**config.mk**
```make
export PLATFORM = sky130hd
export DESIGN_NAME = msf_ram
export DESIGN_NICKNAME = d
export VERILOG_FILES = /design/src/rtl/msf_ram.sv
export SDC_FILE = /design/constraint.sdc
export NUM_CORES = 1
export LEC_CHECK = 0
export ABC_AREA = 1
export BUFFER_PORTS_ARGS = -buffer_cell sky130_fd_sc_hd__buf_4
export CELL_PAD_IN_SITES_DETAIL_PLACEMENT = 1
export CELL_PAD_IN_SITES_GLOBAL_PLACEMENT = 1
export CORE_MARGIN = 2
export CORE_UTILIZATION = 30
export DETAILED_ROUTE_END_ITERATION = 12
export MAX_ROUTING_LAYER = met4
export PLACE_DENSITY = 0.55
export REMOVE_ABC_BUFFERS = 1
export SLEW_MARGIN = 25
export SYNTH_ARGS = -nofsm -noshare
export SYNTH_HDL_FRONTEND = slang
export SYNTH_SLANG_ARGS = --single-unit
```
**constraint.sdc**
```tcl
create_clock -name clk -period 0.95 [get_ports clk]
set_input_delay 0.0475 -clock clk [delete_from_list [all_inputs] [get_ports clk]]
set_output_delay 0.0475 -clock clk [all_outputs]
set_load 0.1 [all_outputs]
```
**src/rtl/msf_ram.sv**
```systemverilog
// ----------------------------------------------------------------------------
// msf_ram: generic single-write, single-read synchronous RAM
// One write port, one read port, read data registered.
// ----------------------------------------------------------------------------
module msf_ram #(
  parameter int WIDTH = 8,
  parameter int DEPTH = 16
) (
  input  logic                     clk,
  input  logic                     we,
  input  logic [$clog2(DEPTH)-1:0] waddr,
  input  logic [WIDTH-1:0]         wdata,
  input  logic [$clog2(DEPTH)-1:0] raddr,
  output logic [WIDTH-1:0]         rdata
);

  logic [WIDTH-1:0] mem [DEPTH];

  always_ff @(posedge clk) begin
    if (we) begin
      mem[waddr] <= wdata;
    end
    rdata <= mem[raddr];
  end

endmodule

```
# After elaboration in Yosys (flattened, before gate mapping)
# Memory sizes are Yosys's and may differ from the RTL's. A register that Yosys moved wholly into a read port is not among the register bits.
# Index checks and enable logic that the tools add are counted.
# Widths: inputs -> output; s select.
# classes
n_mux	2
# ops
cell	n
$mux 1	2
# word_totals
in_bits	18
elab_cells	3
ff_bits	0
memories	1
mem_bits_rw	128
# memory_table
name	words	word_bits	read_ports	rd_ports_with_merged_regs	wr	line	rtl
mem	16	8	1	1	1	17	logic [WIDTH-1:0] mem [DEPTH];

# Longest topological paths before layout
# Gate-level depths: netlist of the first run.
# depth
word_depth	2
depth_mapped	8
mapped_depth_nobuf	7

# Worst setup path before layout of the first run
# Ideal clock, no wire load.
# synth_path
kind	in2reg
from	input waddr[3]
to	memory mem[4][0] (enable)
n_path_buf	0
setup_slack_ns	-0.048
arrival_time_ns	0.628
stages	2
path_cell_list	nand3b_1 > nor2_1
# synth_rtl
item	line	rtl
from (decl)	11	input logic [$clog2(DEPTH)-1:0] waddr,
to (decl)	17	
# No word-level cell before the write port.

# Worst setup path in the final report of the first run
# layout_path
from	register rdata[2] (read register of mem)
to	output rdata[2]
# layout_rtl
item	line	rtl
from (decl)	14	output logic [WIDTH-1:0] rdata
# No word-level cell between the ends.

==> reports/results.txt, run 1 <==
TritonRoute pass-1 iters: 4
Combinational power share: 0.097
Grt met1 use: 0.2038
Global-route wire length before repair: 23.49 mm
Synth-to-layout area growth: 28.05%
Initial core utilization: 0.3073
Largest family of logic cells by synthesized area: simple AND/OR/NAND/NOR gates
Die height: 142.6 um
Final Instance Count excl. Fillers: 863
Slew HR: 0.6974
DR vias/cell: 4.534
Die footprint: 20350 um^2
Psw: 0.003341 W
H-tree depth: 4
Wire per inst: 17.48 um
Delay-heaviest family, CP: flip-flops
Complex-gate fraction of the synthesized area: 0
CP Max Fanout: 1
Min Tclk post-route: 0.9974 ns
Ratio of cells with drive above 1 in the final layout: 0.2178
Average size of a mapped cell: 10.47 um^2
Internal power: 0.01126 W
Crit path buf inv count: 1
Hold depth: 4
CTS max path bufs: 2
Setup crit end kind: output port
CTS Sinks: 136
Adder-Cell Fraction of Synth Area: 0
Antenna violations before repair: 0
Failing checks: negative setup slack
ANT nets after route: 0
Max_cap viols: 0
Grt peak-use layer: met2
Critical path cell sequence: buf_12
# setup viols final: 8
Commonest non-fill, non-tap cells in the layout: nand2_1, edfxtp_1, inv_1
VDD IR max: 1.166 mV
Sequential share of power: 0.465
Required @ worst endpoint: 0.90 ns
Worst-skew pair later-pin latency: 0.41 ns
# placed instances: 822
Sequential area share after synthesis: 0.6943
Clock-pin transition on the worst setup and hold timing paths: 0.06 ns
CTS tree: yes
Post-Synth XOR/XNOR Area: 0
Most common cell after layout, fill and taps aside: nand2_1
Seq cells post-synth: 136
Vias in the first global route: 4135
P per Cell Area: 1977 nW/um^2
Fin Setup TNS: -0.2142 ns
Max Clk Rate: 1.003 GHz
Leakage: 3.175 nW
Util after Layout: 0.3935
Final hold vios: 0
N_diodes: 0
R2r setup slk: 0.02 ns
Reg-to-reg endpoint: rdata[1]
Post-DP HPWL: 9.640 mm
Overflow after GRT: 0
Horiz. Die Dim: 142.6 um
Clock share of power: 0.438
Tot GR Track Use: 0.1631
Simple-gate share of the synthesized area: 0.2105
Remaining DRCs: 0
Synth Warn #: 0
Measured slew at the worst slew-check pin: 0.4534 ns
RSZ-0062 raised after global routing: true
Final worst path period share: 1.050
Met3 usage in global routing: 0.02817
DR iter-0 viols: 235
I/O Pins: 26
Hold Crit Start: raddr[3]
Setup ws final: -0.04738 ns
Synth cell types: 12
Cell Area, Synth: 5767 um^2
Mux cell area share after synthesis: 0
CTS buffer count: 17
R2R cell count: 6
Max Slew Vio Count: 0
WL final: 15.09 mm
GP Congestion: 0.7478
Switch share: 0.2289
Num rows: 50
CP Launch Type: register
Max Clock Skew: 0.007114 ns
WHS Endpoint: rdata[3]
Status: complete, but fails checks
Via count: 3913
Worst min path class: primary input to register
Largest net degree at the start of global routing: 51
Layout fillers: 2082
Syn Inst Count: 551
CORE AREA: 18770 um^2
Slowest library cell on the worst path: dfxtp_4
GR Util met2: 0.2682
Reg-to-Reg Start: mem[2][1]
Setup CP Type: register to output port
Nets@finish: 634
Arrival @ worst endpoint: 0.95 ns
Port Buf Inserts: 25
Slowest cell delay on critical path: 0.37 ns
CTS root buf: clkbuf_16
[power by group through the flow]
stage	registers (W)	logic, W	clock network (W)
floorplan	0.00715	0.000362	0
global placement	0.00687	0.00122	0
detailed placement	0.00687	0.00123	0
CTS	0.00678	0.00138	0.00655
global route	0.00679	0.00153	0.00680
finish	0.00678	0.00142	0.00640
[registers in the layout, summed over array words and instances, names as in the netlist]
signal / count
mem: 128
rdata: 8
[layout make-up]
class                           count  area, um^2  share of cell area
Tap cell                          234       292.8             0.03965
Clock inverter                     13       135.1             0.01830
Timing Repair Buffer               70       710.7             0.09624
Inverter                          102       382.9             0.05185
Multi-Input combinational cell    289        1414              0.1915
Sequential cell                   136        4016              0.5439
Clock buffer                       19       432.9             0.05862
[cell usage after synthesis]
library cell | count | area, um^2
buf_1 | 1 | 3.750
nor2_1 | 17 | 63.81
nand2_1 | 173 | 649.4
edfxtp_1 | 128 | 3844
inv_2 | 2 | 7.510
nand3_1 | 97 | 485.5
nand3b_1 | 2 | 15.01
buf_4 | 4 | 30.03
dfxtp_1 | 8 | 160.2
buf_6 | 6 | 67.56
buf_2 | 13 | 65.06
inv_1 | 100 | 375.4
[worst max path at each step]
stage	startpoint	to	slack [ns]	cells after the start
floorplan	raddr[0]	rdata[2]	-0.08	6
global placement	waddr[1]	mem[13][1]	-0.24	5
detailed placement	waddr[1]	mem[13][5]	-0.26	5
CTS	rdata[2]	rdata[2]	-0.08	1
global route	rdata[2]	rdata[2]	-0.08	1
finish	rdata[2]	rdata[2]	-0.05	1
[routing by layer]
metal  wire length [um]  up-vias
met5                  0        -
met4                233        0
met3                342       16
met2               7638       49
met1               6875     1947
li1                   -     1901
[stage by stage]
stage	hold slack (ns)	power [W]	worst slack [ns]	instance area (um^2)
floorplan	0.1464	0.007512	-0.07798	5600
global placement	0.3936	0.008088	-0.2407	6414
detailed placement	0.4001	0.008108	-0.2619	6414
global route	0.09771	0.01512	-0.07821	7385
CTS	0.0007341	0.01471	-0.07964	7219
finish	0.1066	0.01460	-0.04738	7385
[cells by family (layout without fill, tap and decap cells)]
family | count (synthesis) | in the layout
buffers and inverters | 126 | 204
flip-flops | 136 | 136
AND/OR/NAND/NOR | 289 | 289
[what timing repair did]
action	4_1_cts	5_1_grt
endpoints found under the hold margin	116	1
endpoints found under the setup margin	15	16
hold buffers	8	1
resized for setup	42	33
cloned	0	0
setup buffers	0	0
pin swaps	1	35
No activity file was read; power rests on OpenSTA's default activity.
==> inputs of run 2 (changes only) <==
Settings changed: RECOVER_POWER set to 25.
==> run 2 against run 1 <==
The run still ends with negative setup slack left. Sequential cell count unchanged. Clock power about the same. Utilization down 0.13 points. Hold slack better by 0.00069 ns. Clock-buffer cell count unchanged. Die area unchanged. First-iteration DRC count down 2.6%. Highest routed layer unchanged.
==> reports/results.txt, run 2 (synthesis gave the netlist of run 1 again) <==
Crit path buf inv count: 1 (unchanged)
Num rows: 50 (unchanged)
Most common cell after layout, fill and taps aside: nand2_1
Max Slew Vio Count: 0 (unchanged)
TritonRoute pass-1 iters: 5 (+1)
ANT nets after route: 0 (unchanged)
CTS root buf: clkbuf_16
Remaining DRCs: 0 (unchanged)
Final hold vios: 0 (unchanged)
Reg-to-reg endpoint: rdata[0]
CP Launch Type: register
Slew HR: 0.7012 (+0.003812)
CORE AREA: 18770 um^2 (unchanged)
Slowest library cell on the worst path: dfxtp_4
Setup CP Type: register to output port
Commonest non-fill, non-tap cells in the layout: nand2_1, edfxtp_1, inv_1
VDD IR max: 1.166 mV (about the same)
Required @ worst endpoint: 0.90 ns (about the same)
WL final: 15.08 mm (about the same)
Final worst path period share: 1.050 (about the same)
Wire per inst: 17.48 um (about the same)
RSZ-0062 raised after global routing: true
Nets@finish: 634 (unchanged)
GP Congestion: 0.7478 (unchanged)
Leakage: 3.160 nW (-0.48%)
Max Clock Skew: 0.006885 ns (-0.0002286 ns)
DR iter-0 viols: 229 (-2.6%)
H-tree depth: 4 (unchanged)
CTS buffer count: 17 (unchanged)
Setup ws final: -0.04729 ns (+0.00008520 ns)
Area after DPL: 6414 um^2 (unchanged)
Design Area, Final: 7361 um^2 (-0.32%)
R2R cell count: 6 (unchanged)
Largest net degree at the start of global routing: 51 (unchanged)
Min Tclk post-route: 0.9973 ns (-0.00008520 ns)
R2r setup slk: 0.02 ns (about the same)
Top Registers: mem: 128 flops, rdata: 8 flops
I/O Pins: 26 (unchanged)
Initial core utilization: 0.3073 (unchanged)
Overflow after GRT: 0 (unchanged)
Tot GR Track Use: 0.1631 (unchanged)
Ratio of cells with drive above 1 in the final layout: 0.2130 (-0.004769)
Via count: 3917 (+0.10%)
Final Power: 0.01458 W (about the same)
DR vias/cell: 4.539 (+0.10%)
Arrival @ worst endpoint: 0.95 ns (about the same)
Post-DP HPWL: 9.640 mm (unchanged)
Delay-heaviest family, CP: flip-flops
Failing checks: negative setup slack
Synth-to-layout area growth: 27.64%
Reg-to-Reg Start: mem[3][0]
# setup viols final: 8 (unchanged)
P per Cell Area: 1981 nW/um^2 (+0.24%)
Hold Crit Start: raddr[3]
Hold depth: 4 (unchanged)
Biggest register: mem
Global-route wire length before repair: 23.49 mm (unchanged)
Max Clk Rate: 1.003 GHz (about the same)
CTS Sinks: 136 (unchanged)
Antenna violations before repair: 0 (unchanged)
Status: complete, but fails checks
Worst-skew pair later-pin latency: 0.41 ns (about the same)
Measured slew at the worst slew-check pin: 0.4477 ns (-0.005712 ns)
Placement Setup Slack: -0.2619 ns (unchanged)
Vias in the first global route: 4135 (unchanged)
WHS Endpoint: rdata[3]
Max reg flops: 128 (unchanged)
CP Max Fanout: 1 (unchanged)
Slowest cell delay on critical path: 0.37 ns (about the same)
Die height: 142.6 um (unchanged)
Clock-pin transition on the worst setup and hold timing paths: 0.06 ns (about the same)
Die footprint: 20350 um^2 (unchanged)
CTS max path bufs: 2 (unchanged)
Worst min path class: primary input to register
Critical path cell sequence: buf_12
Port Buf Inserts: 25 (unchanged)
Setup crit end kind: output port
N_diodes: 0 (unchanged)
CTS tree: yes
Max_cap viols: 0 (unchanged)
Horiz. Die Dim: 142.6 um (unchanged)
run 2: changes by cell type in the layout (fill, tap and decap cells not counted):
cell,previous run,this run
buf_4,48,40
clkbuf_1,2,5
clkbuf_2,0,5
run 2: cell type report:
type | count | area [um^2]
fillers | 2082 | 11410
flip-flops and latches | 136 | 4016
multi-input cells | 289 | 1414
repair buffers | 70 | 686.9
clock buffers | 19 | 432.9
inverters | 102 | 382.9
well taps | 234 | 292.8
clock inverters | 13 | 135.1
run 2: power breakdown:
part           switching, W  internal, W
logic              0.000931     0.000476
clock network       0.00234      0.00405
registers         0.0000624      0.00672
run 2: how the worst max path moves through the flow:
stage                     depth (start not counted)      from         end  slack, ns
final                                             1  rdata[2]    rdata[2]      -0.05
after global routing                              1  rdata[2]    rdata[2]      -0.08
after CTS                                         1  rdata[2]    rdata[2]      -0.08
after detailed placement                          5  waddr[1]  mem[13][5]      -0.26
after global placement                            5  waddr[1]  mem[13][1]      -0.24
after floorplan                                   6  raddr[0]    rdata[2]      -0.08
run 2: through the flow:
stage / setup TNS (ns) / std cells / utilization / hold slack (ns)
6_report: -0.2106 / 863 / 0.3922 / 0.1073
5_1_grt: -0.7051 / 863 / 0.3922 / 0.09771
4_1_cts: -0.4201 / 862 / 0.3847 / 0.0007341
3_5_place_dp: -14.89 / 822 / 0.3417 / 0.4001
3_3_place_gp: -11.86 / 822 / 0.3417 / 0.3936
2_1_floorplan: -4.262 / 527 / - / 0.1464
run 2: per-layer routing:
| layer | global-route usage | up-vias | share of wire |
|---|---|---|---|
| met4 | 0.05784 | 0 | 0.014 |
| li1 | - | 1900 | - |
| met5 | - | - | 0 |
| met2 | 0.2682 | 46 | 0.51 |
| met1 | 0.2038 | 1956 | 0.45 |
| met3 | 0.02817 | 15 | 0.026 |
run 2: what timing repair did:
action,4_1_cts,5_1_grt
pin swaps,1,35
hold buffers,8,1
endpoints found under the hold margin,116,1
endpoints found under the setup margin,15,16
setup buffers,0,0
resized for setup,42,33
