--- src/rtl/msf_pkg.sv ---
// ----------------------------------------------------------------------------
// msf_pkg: shared types and codes for the Mobius sieve square-free counter
// Command and result beats, divider request and response, and fixed codes.
// ----------------------------------------------------------------------------
package msf_pkg;

  localparam logic [1:0] FUNC_BUILD  = 2'd0;
  localparam logic [1:0] FUNC_LOOKUP = 2'd1;
  localparam logic [1:0] FUNC_COUNT  = 2'd2;
  localparam logic [1:0] FUNC_KTH    = 2'd3;

  localparam logic [1:0] ST_OK        = 2'd0;
  localparam logic [1:0] ST_NOT_BUILT = 2'd1;
  localparam logic [1:0] ST_RANGE     = 2'd2;

  localparam logic [1:0] MU_ZERO = 2'b00;
  localparam logic [1:0] MU_POS  = 2'b01;
  localparam logic [1:0] MU_NEG  = 2'b11;

  localparam int          KTH_MARGIN = 50;
  localparam logic [16:0] CFG_RESET  = 17'd65536;

  typedef struct packed {
    logic [1:0]  func;
    logic [31:0] operand_value;
  } cmd_t;

  typedef struct packed {
    logic signed [1:0] mobius_value;
    logic [16:0]       core_value;
    logic              is_square_free;
    logic [31:0]       number_result;
    logic [1:0]        status;
  } rsp_t;

  typedef struct packed {
    logic        start;
    logic [31:0] dividend;
    logic [31:0] divisor;
  } div_req_t;

  typedef struct packed {
    logic        done;
    logic [31:0] quotient;
    logic [31:0] remainder;
  } div_rsp_t;

endpackage

--- src/rtl/msf_div.sv ---
// ----------------------------------------------------------------------------
// msf_div: 32-bit restoring divider
// One quotient bit per cycle; done pulses when the last quotient bit is in.
// ----------------------------------------------------------------------------
module msf_div (
  input  logic              clk,
  input  logic              rst,
  input  msf_pkg::div_req_t req,
  output msf_pkg::div_rsp_t rsp
);

  logic        busy;
  logic        done;
  logic [4:0]  cnt;
  logic [31:0] rem;
  logic [31:0] quo;
  logic [31:0] den;
  logic [32:0] shifted;
  logic [32:0] diff;

  assign shifted = {rem, quo[31]};
  assign diff    = shifted - {1'b0, den};

  always_ff @(posedge clk) begin
    if (rst) begin
      busy <= 1'b0;
      done <= 1'b0;
      cnt  <= '0;
    end else begin
      done <= 1'b0;
      if (req.start) begin
        busy <= 1'b1;
        cnt  <= '0;
        rem  <= '0;
        quo  <= req.dividend;
        den  <= req.divisor;
      end else if (busy) begin
        if (!diff[32]) begin
          rem <= diff[31:0];
          quo <= {quo[30:0], 1'b1};
        end else begin
          rem <= shifted[31:0];
          quo <= {quo[30:0], 1'b0};
        end
        cnt <= cnt + 5'd1;
        if (cnt == 5'd31) begin
          busy <= 1'b0;
          done <= 1'b1;
        end
      end
    end
  end

  assign rsp.done      = done;
  assign rsp.quotient  = quo;
  assign rsp.remainder = rem;

endmodule

--- config.mk ---
export PLATFORM = sky130hd
export DESIGN_NAME = msf_div
export DESIGN_NICKNAME = d
export VERILOG_FILES = /design/src/rtl/msf_pkg.sv /design/src/rtl/msf_div.sv
export SDC_FILE = /design/constraint.sdc
export NUM_CORES = 1
export LEC_CHECK = 0
export ABC_CLOCK_PERIOD_IN_PS = 6000
export BUFFER_PORTS_ARGS = -buffer_cell sky130_fd_sc_hd__buf_2
export CAP_MARGIN = 20
export CORE_ASPECT_RATIO = 0.6
export CORE_MARGIN = 5
export CORE_UTILIZATION = 59
export CTS_CLUSTER_SIZE = 10
export DETAILED_ROUTE_END_ITERATION = 10
export HOLD_SLACK_MARGIN = 0.03
export PLACE_DENSITY_LB_ADDON = 0.05
export SLEW_MARGIN = 20
export SYNTH_ARGS = -nofsm -noshare
export SYNTH_HDL_FRONTEND = slang
export SYNTH_SLANG_ARGS = --single-unit
--- constraint.sdc ---
create_clock -name clk -period 6 [get_ports clk]
set_clock_uncertainty 0.15 [all_clocks]
set_input_delay 0 -clock clk [delete_from_list [all_inputs] [get_ports clk]]
set_output_delay 0 -clock clk [all_outputs]
set_load 0.01 [all_outputs]
==> Yosys cells after proc, flatten, opt, wreduce, memory -nomap -nowiden <==
Cells that the tools add are included.
Widths: inputs -> output; s select.
{ "totals": {"register_bits": 103, "output_inout_bits": 65} }
{ "op_classes": {"addsub": 2, "n_eq_ne": 1, "n_mux": 9, "n_bitwise": 2, "reduce_logical": 5} }
{ "op_table": {"columns": ["op", "n"], "rows": [
  ["$mux 32", 4],
  ["$sub 33x32->33", 1],
  ["$add 5x1->5 const B", 1],
  ["$eq 5x5->1 const B", 1],
  ["$mux 1", 5],
  ["$reduce_and 2->1", 2],
  ["$reduce_or 3->1", 1],
  ["$not 1->1", 2],
  ["$reduce_bool 2->1", 1],
  ["$reduce_or 2->1", 1]
]} }

==> Depth between registers and ports, before layout <==
Gate-level depths: netlist (run 1).
{ "logic_depth": {"word_depth": 4, "depth_mapped": 13} }

==> Least setup slack after synthesis (run 1) <==
OpenSTA, ideal clock, no wires.
{ "synth_timing": {"path_kind": "register -> register", "startpoint": "register busy", "endpoint": "register quo[0] (enable)", "arrival_ns": 3.328, "t_required_ns": 5.364, "setup_slack_ns": 2.036, "stages_incl_launch_ff": 4, "n_path_buf": 1, "synth_period_minus_slack_ns": 3.964, "cell_sequence": "dfxtp_1 > clkbuf_1 > nor2_1 > nor2_1"} }
{ "synth_between": {"elab_chain_len": 2} }
{ "synth_lines": {"columns": ["element", "line_no", "rtl"], "rows": [
  ["start, declared", "msf_div.sv:12", "logic busy;"],
  ["start signal, assigned", "msf_div.sv:26", "busy <= 1'b0;"],
  ["start signal, assigned", "msf_div.sv:32", "busy <= 1'b1;"],
  ["start signal, assigned", "msf_div.sv:47", "busy <= 1'b0;"],
  ["$reduce_bool 2->1 (no source line)", null, null],
  ["$reduce_and 2->1 (no source line)", null, null],
  ["end signal, assigned", "msf_div.sv:35", "quo <= req.dividend;"],
  ["end signal, assigned", "msf_div.sv:40", "quo <= {quo[30:0], 1'b1};"],
  ["end signal, assigned", "msf_div.sv:43", "quo <= {quo[30:0], 1'b0};"],
  ["end, declared", "msf_div.sv:16", "logic [31:0] quo;"]
]} }
No other way between the ends.
A chain may end at the register's enable or synchronous reset.

==> Worst setup path in the final report (run 1) <==
{ "layout_timing": {"startpoint": "register quo[31]", "endpoint": "register rem[28], data pin"} }
{ "layout_between": {"elab_chain_len": 3} }
{ "layout_lines": {"columns": ["element", "line_no", "rtl"], "rows": [
  ["$sub 33x32->33", "msf_div.sv:22", "assign diff = shifted - {1'b0, den};"],
  ["$mux 32", "msf_div.sv:38", "if (!diff[32]) begin"],
  ["$mux 32", "msf_div.sv:37", "end else if (busy) begin"],
  ["end signal, assigned", "msf_div.sv:39", "rem <= diff[31:0];"],
  ["end signal, assigned", "msf_div.sv:42", "rem <= shifted[31:0];"],
  ["end, declared", "msf_div.sv:15", "logic [31:0] rem;"]
]} }
No other way between the ends. The select of a mux whose other input is x is not followed.

==> metrics.yaml, run 1 <==
run_status: "complete, no violations"
tightestPinTransition_ns: 0.859
grt_max_degree: 70
whs_ns: 0.208
avgViaCountPerCell: 5.50
wire_per_inst_um: 17.2
yosysUniqueCellTypes: 51
firstDrtPassIters: 5
ys_seq_elements: 103
power-per-cell-area_nw_per_um2: 285
htreeDepth: 3
clock_path_buffers: 2
r2r-end: "rem[28]$_SDFFCE_PP0P_"
cts_root_buf: "clkbuf_16"
setup_viol: 0
hpwl_um: 9780
synth.yosys.warnings: 0
min_path_cells: 2
slew_violations: 0
yosys.area.top_type: "edfxtp_1"
grtUsageTotal_pct: 24.7
fp.dieH_um: 87.0
synth_cells: 506
endpoint_kind: "flip-flop"
start_util_pct: 59.8
vias: 4606
syn_area_per_cell_um2: 11.5
core_area_um2: 9740
die_w_um: 138
insertion_delay_ns: 0.35
path_clk_slew_ns: 0.07
hold_path.startpoint: "req[26]"
rsz0062_at_grt: "false"
wirelength_um: 14400
tritoncts: "done"
drcViolationCount: 0
ff2ff_setup_slack_ns: 1.66
antenna_found_initial: 0
cts_resized: 0
ir_worst_vdd_mv: 0.159
power_leakage_nw: 3.29
final_hold_viol_count: 0
relSlewSlack_pct: 42.6
crit_fanout: 19
rows: 28
yosysTopAreaCellShare_pct: 49.5
numPortBuffers: 131
criticalPathCategory: "reg2reg"
drive_gt1_share_pct: 27.6
start_kind: "flip-flop"
critPathRequiredTime_ns: 5.93
fin_nets: 799
setup_tns_ns: 0
netlist_area_um2: 5830
ys_seq_area_share_pct: 51.9
dieArea_um2: 12000
gr-total-overflow: 0
post-route-min-period_ns: 4.34
timing.rr.start: "quo[31]$_DFFE_PP_"
io_pins: 132
holdPathEnd: "den[26]$_DFFE_PP_"
antenna_left: 0
drtIter0Drc: 393
cts_buffers: 9
p_total_mw: 2.16
place_congestion: 0.863
grt_pass1_wl_um: 23700
synth_area_leaders: "edfxtp_1 (49%), ha_1 (7.3%), mux2_2 (6.0%), mux2i_1 (5.0%), nor2_1 (3.2%)"
hold_class: "in2reg"
min_period_over_period_pct: 72.4
synth_nets: 608
area_delta_synth_final_pct: 29.9
ff2ff_path_depth: 13
fmax_ghz: 0.230
worstPathArrival_ns: 4.27
antennaDiodeCount: 0
drv_cap: 0
first_global_vias: 4639
cts_sinks: 103
-- metrics by stage --
step                      cells  util, %  instance area, um2  setup slack, ns
after floorplan             506        -                5830             2.04
after global placement      756     67.8                6600             1.91
after detailed placement    756     67.8                6600             1.70
after CTS                   837     77.7                7570             1.68
after global routing        837     77.7                7570             1.41
final                       837     77.7                7570             1.66
-- sequential cells by signal, indices dropped and copies added, names as in the netlist --
register,count
rem,32
busy,1
quo,32
cnt,5
done,1
den,32
-- per-layer routing --
| layer | up-vias | GRT usage (%) | share of wire [%] |
|---|---|---|---|
| li1 | 2221 | - | - |
| met1 | 2212 | 34.9 | 46 |
| met2 | 159 | 40.4 | 47 |
| met3 | 14 | 4.83 | 6.4 |
| met4 | 0 | 5.11 | 0.90 |
| met5 | - | 0 | 0 |
-- cells in the mapped netlist, drive strengths merged --
cell type / number
or2: 2
and3: 3
mux2i: 29
and2b: 1
mux2: 31
o211ai: 5
nor4b: 1
and3b: 1
ha: 34
nor3: 4
nand2b: 4
a21o: 11
dfxtp: 7
nor2b: 7
a21boi: 3
a32oi: 1
o21a: 7
edfxtp: 96
a41oi: 1
or4b: 1
a2111oi: 2
o21ai: 22
o2111ai: 1
a31o: 1
xor2: 15
fa: 1
nor2: 50
and4: 1
nand3b: 1
nor3b: 4
nand2: 28
inv: 38
clkbuf: 14
xnor2: 14
buf: 6
o31ai: 4
nand4: 8
nand3: 2
a31oi: 5
o21bai: 2
a21oi: 35
a211oi: 3
-- critical path, cell delays in order (launching register included) --
cell	delay, ns
edfxtp_1	0.34
inv_1	0.06
ha_1	0.22
fa_1	0.40
nand2b_1	0.18
a21oi_1	0.33
nor4b_1	0.09
o21ai_1	0.26
a31oi_1	0.19
o31ai_2	0.42
xor2_4	0.61
buf_4	0.44
mux2i_1	0.28
nor2_1	0.06
-- kinds of logic (layout without fill, tap and decap cells) --
family          count (synthesis)  after routing  synth area share (%)
fa+ha+maj                      35             35                  7.64
mux                            60             60                  11.0
xor+xnor                       29             29                  4.49
simple gates                  118            118                  9.66
buf+inv                        58            254                  4.23
flops                         103            103                  51.9
compound gates                103            103                  11.1
-- where the power goes --
group / switching (mW) / internal, mW
Clock: 0.272 / 0.339
Combinational: 0.355 / 0.291
Sequential: 0.0378 / 0.865
-- cell usage in the layout (no fill, tap or decap), types with 7 or more instances in the layout --
cell type      instances
buf_2                131
edfxtp_1              96
dlygate4sd3_1         65
nor2_1                48
inv_1                 38
a21oi_1               35
ha_1                  34
mux2_2                31
mux2i_1               29
nand2_1               28
o21ai_0               20
xnor2_1               14
xor2_1                14
a21o_1                11
clkbuf_16             11
nand4_1                7
o21a_1                 7
dfxtp_1                7
-- worst max-delay path by stage --
| stage | start | to | slack, ns | cells after the start |
|---|---|---|---|---|
| after floorplan | busy$_SDFF_PP0_ | quo[0]$_DFFE_PP_ | 2.04 | 3 |
| after global placement | quo[31]$_DFFE_PP_ | rem[25]$_SDFFCE_PP0P_ | 1.91 | 13 |
| after detailed placement | quo[31]$_DFFE_PP_ | rem[28]$_SDFFCE_PP0P_ | 1.70 | 13 |
| after CTS | quo[31]$_DFFE_PP_ | rem[28]$_SDFFCE_PP0P_ | 1.68 | 13 |
| after global routing | quo[31]$_DFFE_PP_ | rem[28]$_SDFFCE_PP0P_ | 1.41 | 13 |
| final | quo[31]$_DFFE_PP_ | rem[28]$_SDFFCE_PP0P_ | 1.66 | 13 |
-- layout make-up --
type	instances	area [um2]
multi-input combinational	345	2580
clock inverter	5	42.5
tap	135	169
clock buffer	11	275
sequential	103	3020
inverter	38	143
fill	657	2170
timing repair buffer	200	1340
-- timing repair --
action,4_1_cts,5_1_grt
hold buffers,65,0
buffers inserted,0,0
hold endpoints to repair,71,0
endpoints found under the setup margin,0,0
(Power assumes the default switching activity.)
==> run 2, diff against run 1 <==
- ABC_CLOCK_PERIOD_IN_PS: 6000 -> 4080
- CORE_UTILIZATION: 59 -> 55
- clock period: 6 -> 4.08 ns (I/O delays scaled with it)
==> run 2 against run 1 <==
  * Routed wire length shrank 6.6%
  * Cell count grew 0.84%
  * Largest power group unchanged
  * Critical path type unchanged
  * Largest cell class unchanged
  * Critical path depth is the same
  * Die area grew 6.6%
==> metrics.yaml, run 2 (synthesis results as in run 1) <==
final_cell_area_um2: 7580  # was 7570 um2
hpwl_um: 9460  # was 9780 um
antenna_left: 0  # unchanged
first_global_vias: 4442  # was 4639
start_util_pct: 55.8  # was 59.8%
top_regs: "den: 32 flops, quo: 32 flops, rem: 32 flops"  # unchanged
cts_sinks: 103  # unchanged
grt_max_degree: 36  # was 70
tightestPinTransition_ns: 0.765  # was 0.859 ns
grtUsageTotal_pct: 21.1  # was 24.7%
drv_cap: 0  # unchanged
place_area_um2: 6640  # was 6600 um2
fillCellCount: 720  # was 657
criticalPathCategory: "reg2reg"  # unchanged
start_kind: "flip-flop"  # unchanged
vias: 4508  # was 4606
p_seq_share_pct: 42.7  # was 41.8%
relSlewSlack_pct: 48.9  # was 42.6%
power_leakage_nw: 3.29  # about the same
clock_path_buffers: 2  # unchanged
grt_pass1_wl_um: 21900  # was 23700 um
post_cts_buffers: 0  # unchanged
gr-total-overflow: 0  # unchanged
avgViaCountPerCell: 5.34  # was 5.50
cts_hold_buf: 65  # unchanged
crit_fanout: 13  # was 19
cts_buffers: 9  # unchanged
final_cell_mix: "buf_2 (131), edfxtp_1 (96), dlygate4sd3_1 (65), nor2_1 (48), inv_1 (38)"  # unchanged
insertion_delay_ns: 0.35  # about the same
wire_per_inst_um: 15.9  # was 17.2 um
numPortBuffers: 131  # unchanged
worstPathArrival_ns: 3.75  # was 4.27 ns
drive_gt1_share_pct: 27.9  # was 27.6%
hold_class: "in2reg"  # unchanged
rows: 29  # was 28
area_delta_synth_final_pct: 30.1  # was 29.9%
rsz0062_at_grt: "false"  # unchanged
final_hold_viol_count: 0  # unchanged
min_period_over_period_pct: 93.1  # was 72.4%
p_clk_share_pct: 26.7  # was 28.3%
drtIter0Drc: 314  # was 393
whs_ns: 0.150  # was 0.208 ns
core_area_um2: 10500  # was 9740 um2
io_pins: 132  # unchanged
utilization_pct: 72.5  # was 77.7%
place_congestion: 0.876  # was 0.863
post-route-min-period_ns: 3.80  # was 4.34 ns
power_switching_mw: 0.957  # was 0.665 mW
fmax_ghz: 0.263  # was 0.230 GHz
fin_nets: 802  # was 799
path_clk_slew_ns: 0.07  # about the same
power-per-cell-area_nw_per_um2: 410  # was 285 nW/um2
wirelength_um: 13500  # was 14400 um
tritoncts: "done"  # unchanged
cts_root_buf: "clkbuf_16"  # unchanged
intPower_mw: 2.15  # was 1.50 mW
combPwrFrac_pct: 30.7  # was 29.9%
critPathRequiredTime_ns: 4.03  # was 5.93 ns
fp.dieH_um: 89.7  # was 87.0 um
final_common_cell: "buf_2"  # unchanged
p_sw_share_pct: 30.8  # about the same
cts_resized: 0  # unchanged
drcViolationCount: 0  # unchanged
antennaDiodeCount: 0  # unchanged
slew_violations: 0  # unchanged
setup_viol: 0  # unchanged
ir_worst_vdd_mv: 0.234  # was 0.159 mV
firstDrtPassIters: 5  # unchanged
dieArea_um2: 12800  # was 12000 um2
die_w_um: 143  # was 138 um
antenna_found_initial: 0  # unchanged
endpoint_kind: "flip-flop"  # unchanged
setup_tns_ns: 0  # unchanged
run_status: "complete, no violations"  # unchanged
htreeDepth: 3  # unchanged
[run 2: cell count changes in the layout (fill, tap and decap cells not counted)]
| cell | before | now |
|---|---|---|
| inv_8 | 2 | 1 |
| buf_4 | 4 | 6 |
| clkinv_2 | 1 | 0 |
| clkbuf_16 | 11 | 9 |
| buf_12 | 0 | 1 |
| clkinv_4 | 0 | 2 |
| clkbuf_8 | 0 | 1 |
| clkinvlp_4 | 0 | 1 |
[run 2: cell type report]
| cell class | count | area, um2 | share of cell area, % |
|---|---|---|---|
| clock buffers | 10 | 239 | 3.15 |
| clock inverters | 6 | 51.3 | 0.677 |
| inverters | 38 | 143 | 1.88 |
| multi-input cells | 345 | 2580 | 34.0 |
| flip-flops and latches | 103 | 3020 | 39.9 |
| well taps | 139 | 174 | 2.29 |
| repair buffers | 203 | 1370 | 18.1 |
[run 2: power groups by stage]
stage                     sequential (mW)  combinational [mW]  clock (mW)
after floorplan                      1.37               0.637           0
after global placement               1.35               0.883           0
after CTS                            1.33               0.951       0.856
after global routing                 1.34                1.05       0.896
after detailed placement             1.35               0.897           0
final                                1.33               0.954       0.829
[run 2: metal layers]
metal	wire length (um)	vias to the layer above	share of wire (%)	track usage, %
met5	0	-	0	0
met4	181	0	1.3	6.09
met3	658	17	4.9	3.87
met2	5990	125	45	32.8
met1	6620	2140	49	30.5
li1	-	2226	-	-
[run 2: path summary, 6_finish.rpt]
check,startpoint,to,slack [ns],depth (start not counted)
hold / removal,req[64],rem[15]$_SDFFCE_PP0P_,0.15,2
setup / recovery,quo[31]$_DFFE_PP_,rem[25]$_SDFFCE_PP0P_,0.28,13
setup reg to reg,quo[31]$_DFFE_PP_,rem[25]$_SDFFCE_PP0P_,0.28,13
hold reg to reg,cnt[4]$_SDFFE_PP0P_,cnt[4]$_SDFFE_PP0P_,0.37,2
[run 2: per-stage QoR]
step / cells / setup slack [ns] / total power [mW]
after global routing: 844 / 0.0955 / 3.29
after CTS: 844 / 0.293 / 3.13
after detailed placement: 763 / 0.322 / 2.25
after global placement: 763 / 0.516 / 2.23
final: 844 / 0.282 / 3.11
after floorplan: 506 / 0.116 / 2.00
[run 2: critical path, stage by stage (launching register included)]
cell,delay [ns]
edfxtp_1,0.36
inv_1,0.06
ha_1,0.23
fa_1,0.41
nand2b_1,0.18
a21oi_1,0.32
nor4b_1,0.09
o21ai_1,0.30
a31oi_1,0.22
o31ai_2,0.42
xor2_4,0.14
buf_4,0.23
and2b_1,0.23
a31o_2,0.22
==> run 3, diff against run 2 <==
- ABC_AREA: not set -> 1
- CORE_UTILIZATION: 55 -> 57
==> run 3 against run 2 <==
  * Area after synthesis grew 19%
  * Flip-flop and latch count is the same
  * Highest routed layer unchanged
  * Core utilization shrank 0.25 points
  * Fmax grew 35%
==> metrics.yaml, run 3 <==
run_status: "complete, no violations"  # unchanged
slew_violations: 0  # unchanged
hold_class: "in2reg"  # unchanged
first_global_vias: 6204  # was 4442
avgViaCountPerCell: 4.97  # was 5.34
antenna_found_initial: 0  # unchanged
yosysTopAreaCellShare_pct: 41.6  # was 49.5%
rows: 31  # was 29
synth_top_family_by_area: "simple AND/OR/NAND/NOR gates"  # was compound AO/OA/AOI/OAI gates
yosys.area_share.adder_pct: 6.43  # was 7.64%
dieArea_um2: 14500  # was 12800 um2
startpoint: "quo[31]$_DFFE_PP_"  # unchanged
ff2ff_setup_slack_ns: 1.27  # was 0.28 ns
firstDrtPassIters: 5  # unchanged
synth_area_leaders: "edfxtp_1 (42%), nand2_1 (22%), inv_1 (9.3%), ha_1 (6.1%), nor2_1 (5.8%)"  # was edfxtp_1 (49%), ha_1 (7.3%), mux2_2 (6.0%), mux2i_1 (5.0%), nor2_1 (3.2%)
antenna_left: 0  # unchanged
r2r-end: "rem[23]$_SDFFCE_PP0P_"  # was rem[25]$_SDFFCE_PP0P_
setup_viol: 0  # unchanged
rsz0062_at_grt: "false"  # unchanged
setup_tns_ns: 0  # unchanged
slowest_delay_ns: 0.41  # was 0.42 ns
timing.rr.start: "quo[31]$_DFFE_PP_"  # unchanged
fin_ws_ns: 1.27  # was 0.282 ns
yosys.area_share.simple_pct: 34.4  # was 9.66%
start_kind: "flip-flop"  # unchanged
hpwl_um: 13900  # was 9460 um
cp_slowest_cell: "fa_1"  # was o31ai_2
start_util_pct: 57.8  # was 55.8%
post-route-min-period_ns: 2.81  # was 3.80 ns
power_leakage_nw: 4.66  # was 3.29 nW
synth_cells: 961  # was 506
tritoncts: "done"  # unchanged
yosys.area.top_type: "edfxtp_1"  # unchanged
pre_cts_ws_ns: 1.31  # was 0.322 ns
relSlewSlack_pct: 57.3  # was 48.9%
synth-compound-area-share_pct: 2.84  # was 11.1%
critPathRequiredTime_ns: 4.04  # was 4.03 ns
io_pins: 132  # unchanged
synthTopCellsByCount: "nand2_1 (405), inv_1 (171), nor2_1 (107)"  # was edfxtp_1 (96), nor2_1 (49), inv_1 (38)
path_clk_slew_ns: 0.08  # was 0.07 ns
endpoint: "rem[23]$_SDFFCE_PP0P_"  # was rem[25]$_SDFFCE_PP0P_
dp_cells: 1243  # was 763
worstPathArrival_ns: 2.78  # was 3.75 ns
numPortBuffers: 131  # unchanged
post_cts_buffers: 0  # unchanged
grtUsageTotal_pct: 26.7  # was 21.1%
core_area_um2: 12000  # was 10500 um2
criticalPathCategory: "reg2reg"  # unchanged
wire_per_inst_um: 14.3  # was 15.9 um
power-per-cell-area_nw_per_um2: 378  # was 410 nW/um2
crit_fanout: 33  # was 13
final_cell_mix: "nand2_1 (405), inv_1 (169), buf_2 (131), nor2_1 (106), edfxtp_1 (96)"  # was buf_2 (131), edfxtp_1 (96), dlygate4sd3_1 (65), nor2_1 (48), inv_1 (38)
place_congestion: 0.990  # was 0.876
fmax_ghz: 0.355  # was 0.263 GHz
final_hold_viol_count: 0  # unchanged
die_w_um: 152  # was 143 um
antennaDiodeCount: 0  # unchanged
top_regs: "den: 32 flops, quo: 32 flops, rem: 32 flops"  # unchanged
async_flop_share_pct: 0  # unchanged
insertion_delay_ns: 0.36  # was 0.35 ns
cts_root_buf: "clkbuf_16"  # unchanged
cts_buffers: 9  # unchanged
instances_no_fill: 1324  # was 844
endpoint_kind: "flip-flop"  # unchanged
synth.most_common_cell: "nand2_1"  # was edfxtp_1
netlist_area_um2: 6930  # was 5830 um2
ys_seq_area_share_pct: 43.6  # was 51.9%
drtIter0Drc: 624  # was 314
yosysUniqueCellTypes: 34  # was 51
synthMuxAreaShare_pct: 0  # was 11.0%
ir_worst_vdd_mv: 0.267  # was 0.234 mV
grt_pass1_wl_um: 30900  # was 21900 um
drive_gt1_share_pct: 14.8  # was 27.9%
cts_resized: 0  # unchanged
vias: 6580  # was 4508
gr-total-overflow: 0  # unchanged
cts_sinks: 103  # unchanged
synth.yosys.warnings: 0  # unchanged
clock_path_buffers: 2  # unchanged
drv_cap: 0  # unchanged
fin_nets: 1256  # was 802
ys_seq_elements: 103  # unchanged
wirelength_um: 19000  # was 13500 um
grt_max_degree: 47  # was 36
htreeDepth: 3  # unchanged
yosys_most_used_dff: "edfxtp_1"  # unchanged
area_delta_synth_final_pct: 25.0  # was 30.1%
min_period_over_period_pct: 69.0  # was 93.1%
fp.dieH_um: 95.4  # was 89.7 um
tightestPinTransition_ns: 0.640  # was 0.765 ns
syn_area_per_cell_um2: 7.21  # was 11.5 um2
final_common_cell: "nand2_1"  # was buf_2
cp_cell_sequence: "inv_1, ha_1, fa_1, inv_1, nand2_1, nand2_1, nand3_1, nand2_2, nand2_2, nand2_4, nand2_4, nand2_4, nand2_2, nand2_4, nand2_1, nand2_1, nor2_1"  # was inv_1, ha_1, fa_1, nand2b_1, a21oi_1, nor4b_1, o21ai_1, a31oi_1, o31ai_2, xor2_4, buf_4, and2b_1, a31o_2
synth_nets: 1063  # was 608
synth-edff-count: 96  # unchanged
ff2ff_path_depth: 17  # was 13
synth-xor-area-share_pct: 1.90  # was 4.49%
drcViolationCount: 0  # unchanged
p_total_mw: 3.27  # was 3.11 mW
-- run 3: changes by cell type in the layout (fill, tap and decap cells not counted), moves of 12 or more --
cell     previous run  this run
nand2_1            28       405
inv_1              38       169
nor2_1             48       106
mux2_2             31         0
mux2i_1            29         0
nand3_1             2        29
o21ai_0            20         4
xnor2_1            14         0
a21oi_1            35        23
-- run 3: logic make-up after synthesis --
group | count (synthesis)
and+or+nand+nor | 585
adders and majority gates | 35
AOI/OAI and AO/OA | 34
buffers and inverters | 189
xor gates and xnor gates | 15
DFF | 103
-- run 3: per-stage QoR --
step	hold slack [ns]	utilization [%]	area, um2
2_1_floorplan	-0.0511	-	6930
3_3_place_gp	0.0264	64.4	7720
3_5_place_dp	0.0283	64.4	7720
4_1_cts	0.129	72.3	8660
5_1_grt	0.164	72.3	8660
6_report	0.137	72.3	8660
-- run 3: area by class of cell --
| class | instances | area, um2 |
|---|---|---|
| Fill cell | 1010 | 3320 |
| Multi-Input combinational cell | 669 | 3160 |
| Sequential cell | 103 | 3020 |
| Timing Repair Buffer | 199 | 1330 |
| Inverter | 172 | 646 |
| Clock buffer | 9 | 225 |
| Tap cell | 165 | 206 |
| Clock inverter | 7 | 71.3 |
-- run 3: power breakdown --
group | switching (mW) | internal, mW | total [mW] | leakage, nW
registers | 0.0545 | 1.27 | 1.32 | 0.978
logic | 0.691 | 0.383 | 1.07 | 3.54
clock network | 0.441 | 0.435 | 0.876 | 0.147
total | 1.19 | 2.09 | 3.27 | 4.66
-- run 3: how the worst min path moves through the flow --
stage	slack (ns)	from	cells past startpoint	to
floorplan	-0.05	req[0]	0	den[0]$_DFFE_PP_
global placement	0.03	req[28]	1	den[28]$_DFFE_PP_
detailed placement	0.03	req[28]	1	den[28]$_DFFE_PP_
CTS	0.13	req[64]	3	quo[21]$_DFFE_PP_
global route	0.16	req[64]	3	quo[18]$_DFFE_PP_
finish	0.14	req[64]	3	quo[22]$_DFFE_PP_
-- run 3: metal layers --
metal | vias to the layer above | track usage (%) | routed length, um
met1 | 2971 | 40.8 | 9330
met2 | 264 | 39.0 | 7560
li1 | 3327 | - | -
met4 | 0 | 5.39 | 176
met3 | 18 | 6.03 | 1890
met5 | - | 0 | 0
-- run 3: critical path: cells and delay by family, from the launching register on --
family / cells / cell delay (ns)
buffers and inverters: 2 / 0.17
DFF: 1 / 0.38
and+or+nand+nor: 13 / 1.24
adders and majority gates: 2 / 0.64
-- run 3: repair_timing --
item,in CTS,in global routing
hold endpoints to repair,86,0
hold buffers,65,0
setup endpoints to repair,0,0
